[config.mk]
export PLATFORM = sky130hd
export DESIGN_NAME = skt_cell
export DESIGN_NICKNAME = d
export VERILOG_FILES = /design/src/design/skt_pkg.sv /design/src/design/skt_cell.sv
export SDC_FILE = /design/constraint.sdc
export NUM_CORES = 1
export LEC_CHECK = 0
export ABC_AREA = 1
export BUFFER_PORTS_ARGS = -buffer_cell sky130_fd_sc_hd__buf_2
export CORE_MARGIN = 2
export CORE_UTILIZATION = 42
export CTS_BUF_LIST = sky130_fd_sc_hd__clkbuf_8
export DETAILED_ROUTE_END_ITERATION = 8
export MAX_ROUTING_LAYER = met4
export PLACE_DENSITY = 0.76
export SETUP_SLACK_MARGIN = 0.15
export SYNTH_ARGS = -nofsm -noshare
export SYNTH_HDL_FRONTEND = slang
export SYNTH_SLANG_ARGS = --single-unit
[constraint.sdc]
create_clock -name clk_i -period 7.2 [get_ports clk_i]
set_clock_uncertainty 0.15 [all_clocks]
set_input_delay 1.44 -clock clk_i [delete_from_list [all_inputs] [get_ports clk_i]]
set_output_delay 1.44 -clock clk_i [all_outputs]
set_load 0.01 [all_outputs]
[src/design/skt_pkg.sv]
// Shared types and codes for the sorted key table.
package skt_pkg;

  typedef enum logic [2:0] {
    FN_FIND   = 3'd0,
    FN_INSERT = 3'd1,
    FN_APPEND = 3'd2,
    FN_POP    = 3'd3,
    FN_READ   = 3'd4,
    FN_REMOVE = 3'd5,
    FN_CLEAR  = 3'd6
  } func_e;

  typedef enum logic [1:0] {
    STAT_OK     = 2'd0,
    STAT_EMPTY  = 2'd1,
    STAT_BADPOS = 2'd2,
    STAT_FULL   = 2'd3
  } status_e;

  typedef enum logic [1:0] {
    CELL_HOLD = 2'd0,
    CELL_CMP  = 2'd1,
    CELL_INS  = 2'd2,
    CELL_DEL  = 2'd3
  } cell_op_e;

  typedef enum logic [2:0] {
    S_IDLE = 3'd0,
    S_CMP  = 3'd1,
    S_SRCH = 3'd2,
    S_EXEC = 3'd3,
    S_DONE = 3'd4
  } state_e;

  localparam int FUNC_W = 3;
  localparam int KEY_W  = 32;
  localparam int POS_W  = 9;
  localparam int STAT_W = 2;
  localparam int IN_W   = 48;
  localparam int OUT_W  = 56;

endpackage

[src/design/skt_cell.sv]
// One table cell: holds a key, shifts with its neighbors, compares against the search key.
module skt_cell
  import skt_pkg::*;
#(
  parameter int IDX = 0,
  parameter int IW  = 8,
  parameter int KW  = 32
) (
  input  logic           clk_i,
  input  cell_op_e       op_i,
  input  logic [IW-1:0]  idx_i,
  input  logic [KW-1:0]  key_i,
  input  logic [KW-1:0]  left_i,
  input  logic [KW-1:0]  right_i,
  output logic [KW-1:0]  entry_o,
  output logic           gt_o,
  output logic           lt_o
);

  localparam logic [IW-1:0] MyIdx = IW'(IDX);

  logic [KW-1:0] entry_q, entry_d;
  logic          gt_q, lt_q, gt_d, lt_d;

  always_comb begin
    entry_d = entry_q;
    gt_d    = gt_q;
    lt_d    = lt_q;
    case (op_i)
      CELL_CMP: begin
        gt_d = key_i > entry_q;
        lt_d = key_i < entry_q;
      end
      CELL_INS: begin
        // open a hole at idx: cells above take from below
        if (MyIdx == idx_i) begin
          entry_d = key_i;
        end else if (MyIdx > idx_i) begin
          entry_d = left_i;
        end
      end
      CELL_DEL: begin
        if (MyIdx >= idx_i) begin
          entry_d = right_i;
        end
      end
      default: begin
      end
    endcase
  end

  always_ff @(posedge clk_i) begin
    entry_q <= entry_d;
    gt_q    <= gt_d;
    lt_q    <= lt_d;
  end

  assign entry_o = entry_q;
  assign gt_o    = gt_q;
  assign lt_o    = lt_q;

endmodule

==> results of run 1 <==
==> cells by family after synthesis <==
kind of cell / count (synthesis) / synth area share (%)
AND/OR/NAND/NOR: 156 / 23.5
AO/OA/AOI/OAI: 52 / 11.9
buffers and inverters: 54 / 9.75
flip-flops: 34 / 39.4
adder cells (fa/ha/maj): 32 / 15.5
==> metal layers <==
metal / vias to the layer above / wire, um / GRT usage (%)
met5: - / 0 / -
met1: 1158 / 2740 / 21.7
met3: 7 / 542 / 3.91
met4: 0 / 60 / 3.93
met2: 115 / 3220 / 35.0
li1: 1360 / - / -
==> power groups by stage <==
| stage | clock (uW) | sequential (uW) | combinational (uW) |
|---|---|---|---|
| floorplan | 0 | 226 | 37.5 |
| global placement | 0 | 225 | 75.6 |
| detailed placement | 0 | 225 | 77.8 |
| CTS | 132 | 221 | 78.4 |
| global route | 135 | 221 | 88.8 |
| finish | 130 | 221 | 77.9 |
==> registers in the layout, indices dropped and copies added (netlist names) <==
signal   cells
entry_o     32
gt_o         1
lt_o         1
==> path summary, 6_finish.rpt <==
kind,endpoint,from,slack [ps],cells after the start
max,entry_o[22],idx_i[2],3280,6
min,gt_o,entry_o[0],820,4
max reg2reg,gt_o,entry_o[31],5370,8
min reg2reg,gt_o,entry_o[0],820,4
==> cell type report <==
class | count | area [um2]
Multi-Input combinational cell | 240 | 1330
Sequential cell | 34 | 1020
Clock inverter | 2 | 7.51
Tap cell | 75 | 93.8
Timing Repair Buffer | 140 | 701
Fill cell | 602 | 2580
Inverter | 42 | 158
Clock buffer | 5 | 68.8
==> critical path, delay by kind of cell <==
family                 cells  cell delay [ps]
and+or+nand+nor            4             1620
buffers and inverters      2              570
==> stage by stage <==
stage          hold slack, ps  setup WS [ps]  util, %
4_1_cts                   825           3280     56.7
3_3_place_gp              816           3100     55.4
3_5_place_dp              807           2980     55.4
5_1_grt                   866           3050     56.7
6_report                  820           3280     56.7
2_1_floorplan             790           3230        -
==> synth_stat cells <==
library cell	instances	area (um2)
and2_1	2	12.5
nor2_1	46	173
inv_2	1	3.75
nand4_1	1	6.26
a31oi_1	32	200
nor3b_1	1	7.51
nand2_1	101	379
buf_6	6	67.6
edfxtp_1	34	1020
inv_1	41	154
o21a_1	2	15.0
nor3_1	1	5.00
nand3_1	3	15.0
nor2_4	1	11.3
a21o_1	1	7.51
o21ai_0	2	10.0
buf_2	4	20.0
clkbuf_1	2	7.51
ha_1	32	400
a21oi_1	15	75.1
==> impl_metrics.ini, run 1 <==
[drt]
remaining_drc_errors = 0
routed-via-count = 2640
post_drt_via_cell_ratio = 4.91
detailedRoute.firstIterationViolations = 67
wl_per_cell_um = 12.2
drt_first_pass_iters = 4
antenna_left = 0
postRouteWirelength_um = 6560

[placement]
dpl.hpwl_um = 5150
finalWeightedCongestion = 0.810
dpl.cell_count = 531
dpl-instance-area_um2 = 3300
io_buf_count = 140

[layout]
final_design_area_no_fill_um2 = 3380
n_antenna_cell = 0
final_layout_size_suffix_gt1_share_pct = 32.2
nets = 602
final_common_cell = buf_2
layout_common_cells = 140 x buf_2, 100 x nand2_1, 45 x nor2_1
areaGrowthSynthToFinish_pct = 30.3
final-instance-count-excl-fill = 538

[worst_setup_path]
worstPathMaxFanout = 33
worst_path_most_repeated_cell = nor2_4
crit_chain = buf_2, nor2_1, nand2_1, nor2_4, inv_2, nor2_4
worstSetupEndpointType = register
cpPeakStageDelay_ps = 820
critPathArrivalTime_ps = 3670
timing.critical_path.slowest_stage_cell = nor2_4
timing_worst_setup_path_type = primary input to register
timing.critical_path.required_ps = 6960
critPathLaunchType = primary input

[sta]
fin_setup_tns_ps = 0
final_period_minus_worst_setup_slack_ps = 3920
grt_setup_unrepaired = no
timing_worst_slew_pin_value_ps = 1090
max_clock_freq_mhz = 255
hold_violations = 0
relSlewSlack_pct = 27.3
maxSlewViolCount = 0
timing.final.crit_share_pct = 54.4
setup_violations = 0

[power_and_ir_drop]
power_per_cell_area_nw_per_um2 = 127
combinational_share_of_power_pct = 18.2
power_switching_share_pct = 24.4
cellLeakagePower_uw = 0.00177
p_total_uw = 429
power.switching_uw = 105
max_ir_drop_vdd_uv = 67.6
sequentialPowerShare_pct = 51.5
internal_power_uw = 324
clkPwrFrac_pct = 30.3

[run]
cap_violations = 0

[status]
outcome = finished clean

[logic_synthesis]
postSynthCellCount = 328
synth_area_per_cell_um2 = 7.90
mapped_cell_area_um2 = 2590
synth.net_count = 467
netlist-cell-type-count = 20
postSynthRegisterBits = 34
seq_area_frac_synth_pct = 39.4
ys.warnings.count = 0

[grt]
grt_util_all_layers_pct = 19.2
first_global_vias = 2409
overall_overflow_remaining_after_global_route = 0
grt_max_degree = 65
antenna_found_initial = 0
first_pass_grt_wire_length_um = 9890

[die]
fp.dieW_um = 82.5
initial_core_util_pct = 43.5
num_rows = 28
floorplan.io_pins = 141
core_area_um2 = 5960
die_height_um = 82.5
die-area_um2 = 6810

[clock_tree]
cts_made_buffers = 5
cts-hold-fix-buffers = 0
cts_sinks = 34
cts_repair_resize_count = 0
clk_path_buf_depth = 2
post-cts-setup-buffer-count = 0
clk_transition_reported_paths_ps = 70
cts_root_buffer = clkbuf_8
cts.htree.levels = 2
cts_tree = built
clock_latency_ps = 280

[hold_path]
hp-class = register to register
No activity file was read; power rests on OpenSTA's default activity.
==> run 2, diff against run 1 <==
clock period = 3.75 ns   (was 7.2 ns; I/O delays follow)
==> impl_metrics.ini, run 2 (synthesis gave the netlist of run 1 again) <==
[status]
outcome = finished clean

[layout]
filler_cell_count = 593
nets = 603
layout_common_cells = 140 x buf_2, 100 x nand2_1, 45 x nor2_1
multi_input_area_um2 = 1330
largest_register_ff_count = 32
final_layout_size_suffix_gt1_share_pct = 32.4
final_design_area_no_fill_um2 = 3380
n_antenna_cell = 0
area.sequential_um2 = 1020
areaGrowthSynthToFinish_pct = 30.5
final_common_cell = buf_2

[sta]
setup_violations = 0
grt_setup_unrepaired = no
maxSlewViolCount = 0
fin_setup_tns_ps = 0
hold_violations = 0
timing_worst_slew_pin_value_ps = 1110
relSlewSlack_pct = 25.7
timing.final.crit_share_pct = 65.9
max_clock_freq_mhz = 405
final_period_minus_worst_setup_slack_ps = 2470

[clock_tree]
cts_sinks = 34
cts_made_buffers = 5
cts_repair_resize_count = 0
clk_path_buf_depth = 2
cts_tree = built
clk_transition_reported_paths_ps = 70
cts-hold-fix-buffers = 0
cts_root_buffer = clkbuf_8
post-cts-setup-buffer-count = 0
cts.htree.levels = 2
clock_latency_ps = 280

[die]
fp.dieW_um = 82.5
core_area_um2 = 5960
floorplan.io_pins = 141
num_rows = 28
initial_core_util_pct = 43.5
die_height_um = 82.5
die-area_um2 = 6810

[grt]
first_pass_grt_wire_length_um = 10500
antenna_found_initial = 0
grt_max_degree = 65
grt_util_all_layers_pct = 20.5
overall_overflow_remaining_after_global_route = 0
first_global_vias = 2436

[worst_setup_path]
critPathArrivalTime_ps = 2220
worstSetupEndpointType = register
worstPathMaxFanout = 33
timing.critical_path.required_ps = 3500
critPathLaunchType = primary input
timing_worst_setup_path_type = primary input to register

[drt]
detailedRoute.firstIterationViolations = 103
antenna_left = 0
postRouteWirelength_um = 6680
routed-via-count = 2667
drt_first_pass_iters = 5
post_drt_via_cell_ratio = 4.96
remaining_drc_errors = 0
wl_per_cell_um = 12.4

[hold_path]
hp-class = primary input to register

[power_and_ir_drop]
power.switching_uw = 197
internal_power_uw = 621
cellLeakagePower_uw = 0.00177
power_per_cell_area_nw_per_um2 = 242
sequentialPowerShare_pct = 51.8
clkPwrFrac_pct = 29.8
max_ir_drop_vdd_uv = 130
combinational_share_of_power_pct = 18.3
power_switching_share_pct = 24.1

[placement]
finalWeightedCongestion = 0.823
dpl-instance-area_um2 = 3310
io_buf_count = 140
dpl.hpwl_um = 5260

[run]
cap_violations = 0
-- run 2: cell types whose count changed in the layout (fill, tap and decap cells not counted), sizes merged --
cell,before,now
buf,140,141
inv,44,42
clkinv,0,1
-- run 2: metrics by stage --
step	power (uW)	hold slack, ps	util, %	instances	setup WS, ps
after floorplan	505	790	-	328	472
after global placement	577	768	55.5	532	1000
after detailed placement	583	786	55.5	532	967
after CTS	828	653	56.8	538	1260
after global routing	866	668	56.8	538	1120
final	818	658	56.8	538	1280
-- run 2: area by class of cell --
type                    count  share of cell area, %
clock buffers               5                   2.04
clock inverters             1                  0.111
inverters                  42                   4.66
multi-input cells         240                   39.3
flip-flops and latches     34                   30.2
well taps                  75                   2.78
repair buffers            141                   20.9
-- run 2: per-layer routing --
metal / track usage (%) / wire, um / vias to the layer above
met1: 24.3 / 2830 / 1197
met3: 4.46 / 502 / 8
li1: - / - / 1360
met5: - / 0 / -
met2: 35.7 / 3270 / 102
met4: 4.43 / 74 / 0
-- run 2: power groups by stage --
stage               combinational (uW)  clock [uW]  sequential (uW)
floorplan                         72.0           0              433
global placement                   145           0              432
detailed placement                 150           0              432
CTS                                151         252              424
global route                       173         269              424
finish                             150         244              424
-- run 2: worst max-delay path, cell delays in order --
cell and delay (ps):
buf_2 100, nor2_1 90, nand2_1 90, nor2_4 120, inv_2 240, nor2_4 800
-- run 2: worst paths after layout --
path                             startpoint     endpoint  slack [ps]  cells after the start
worst max-delay path               idx_i[0]   entry_o[1]        1280                      6
worst min register to register   entry_o[0]         gt_o         800                      4
worst min-delay path             left_i[27]  entry_o[27]         660                      3
worst max register to register  entry_o[31]         gt_o        1920                      8
==> run 3, diff against run 2 <==
clock period = 2.6 ns   (was 3.75 ns; I/O delays follow)
==> impl_metrics.ini, run 3 (synthesis gave the netlist of run 1 again) <==
[worst_setup_path]
cp.buffers_inverters = 1
rrSetupSlack_ps = 750
r2r.worst_path.cells = 8
critPathArrivalTime_ps = 1730
worstReg2RegEnd = gt_o
worstSetupEndpointType = register
crit_chain = inv_1, ha_1, nand2_1, nor2_1, and2_1, nand3_1, nor3b_1, a21oi_1
timing.critical_path.slowest_stage_cell = edfxtp_1
rr_startpoint = entry_o[31]
cpLargestDelayFamily = simple AND/OR/NAND/NOR gates
timing_worst_setup_path_type = register to register
cpPeakStageDelay_ps = 380
worstPathMaxFanout = 2
critPathLaunchType = register
timing.critical_path.required_ps = 2480

[layout]
n_antenna_cell = 0
areaGrowthSynthToFinish_pct = 32.3
nets = 607
largest_register_ff_count = 32
final_design_area_no_fill_um2 = 3430
final_common_cell = buf_2
final_layout_size_suffix_gt1_share_pct = 32.9
layout_common_cells = 140 x buf_2, 100 x nand2_1, 45 x nor2_1

[sta]
hold_violations = 0
relSlewSlack_pct = 60.0
grt_setup_unrepaired = no
final_period_minus_worst_setup_slack_ps = 1850
timing_worst_slew_pin_value_ps = 600
timing.final.crit_share_pct = 71.3
setup_violations = 0
fin_setup_tns_ps = 0
maxSlewViolCount = 0
max_clock_freq_mhz = 540

[clock_tree]
cts_made_buffers = 5
cts_root_buffer = clkbuf_8
cts.htree.levels = 2
cts_tree = built
post-cts-setup-buffer-count = 0
cts-hold-fix-buffers = 0
cts_sinks = 34
cts_repair_resize_count = 0
clk_transition_reported_paths_ps = 70
clk_path_buf_depth = 2
clock_latency_ps = 280

[hold_path]
holdCritStartpoint = right_i[21]
hp-class = primary input to register
hold-path-cell-count = 3
holdPathEnd = entry_o[21]

[drt]
detailedRoute.firstIterationViolations = 74
postRouteWirelength_um = 6500
drt_first_pass_iters = 4
remaining_drc_errors = 0
routed-via-count = 2707
wl_per_cell_um = 12.0
antenna_left = 0
post_drt_via_cell_ratio = 4.99

[power_and_ir_drop]
cellLeakagePower_uw = 0.00181
max_ir_drop_vdd_uv = 219
power_per_cell_area_nw_per_um2 = 346

[die]
die-area_um2 = 6810
core_area_um2 = 5960
fp.dieW_um = 82.5
die_height_um = 82.5
initial_core_util_pct = 43.5
floorplan.io_pins = 141
num_rows = 28

[placement]
finalWeightedCongestion = 0.834
dpl.hpwl_um = 5200
dpl-instance-area_um2 = 3350
io_buf_count = 140

[run]
cap_violations = 0

[grt]
overall_overflow_remaining_after_global_route = 0
grt_max_degree = 34
first_pass_grt_wire_length_um = 10300
grt_util_all_layers_pct = 19.9
first_global_vias = 2475
antenna_found_initial = 0

[status]
outcome = finished clean
[run 3: cell count changes in the layout (fill, tap and decap cells not counted), sizes merged]
cell | before | now
buf | 141 | 145
inv | 42 | 44
clkinv | 1 | 0
[run 3: worst max path at each step]
stage	start	end	slack, ps	cells after the start
after CTS	entry_o[31]	gt_o	720	8
after global routing	entry_o[31]	gt_o	520	8
after floorplan	idx_i[2]	entry_o[0]	460	6
after global placement	idx_i[2]	entry_o[18]	520	7
final	entry_o[31]	gt_o	750	8
after detailed placement	idx_i[2]	entry_o[18]	490	7
[run 3: power by group]
group	internal (uW)	switching, uW
Combinational	113	106
Clock	176	178
Sequential	611	0.788
Total	900	285
[run 3: final cells by class]
| class | count | area, um2 |
|---|---|---|
| Clock buffer | 5 | 68.8 |
| Clock inverter | 2 | 7.51 |
| Fill cell | 575 | 2530 |
| Inverter | 42 | 158 |
| Multi-Input combinational cell | 240 | 1330 |
| Sequential cell | 34 | 1020 |
| Tap cell | 75 | 93.8 |
| Timing Repair Buffer | 145 | 751 |
[run 3: through the flow]
| stage | cells | utilization [%] | total power, uW | setup WS (ps) | hold slack (ps) |
|---|---|---|---|---|---|
| after floorplan | 328 | - | 729 | 458 | 578 |
| after global placement | 536 | 56.3 | 837 | 519 | 711 |
| after CTS | 543 | 57.5 | 1200 | 717 | 425 |
| final | 543 | 57.5 | 1180 | 747 | 428 |
| after detailed placement | 536 | 56.3 | 843 | 489 | 720 |
| after global routing | 543 | 57.5 | 1250 | 515 | 429 |
[run 3: layer usage]
metal | vias to the layer above | global-route usage, % | share of wire (%)
met1 | 1228 | 23.7 | 43
met2 | 102 | 34.9 | 49
met3 | 6 | 3.80 | 7.3
met5 | - | - | 0
met4 | 0 | 4.59 | 1.0
li1 | 1371 | - | -
[run 3: worst reg2reg max path, cell delays in order, from the launching register on]
cell,delay [ps]
edfxtp_1,380
inv_1,50
ha_1,290
nand2_1,80
nor2_1,130
and2_1,160
nand3_1,90
nor3b_1,210
a21oi_1,60
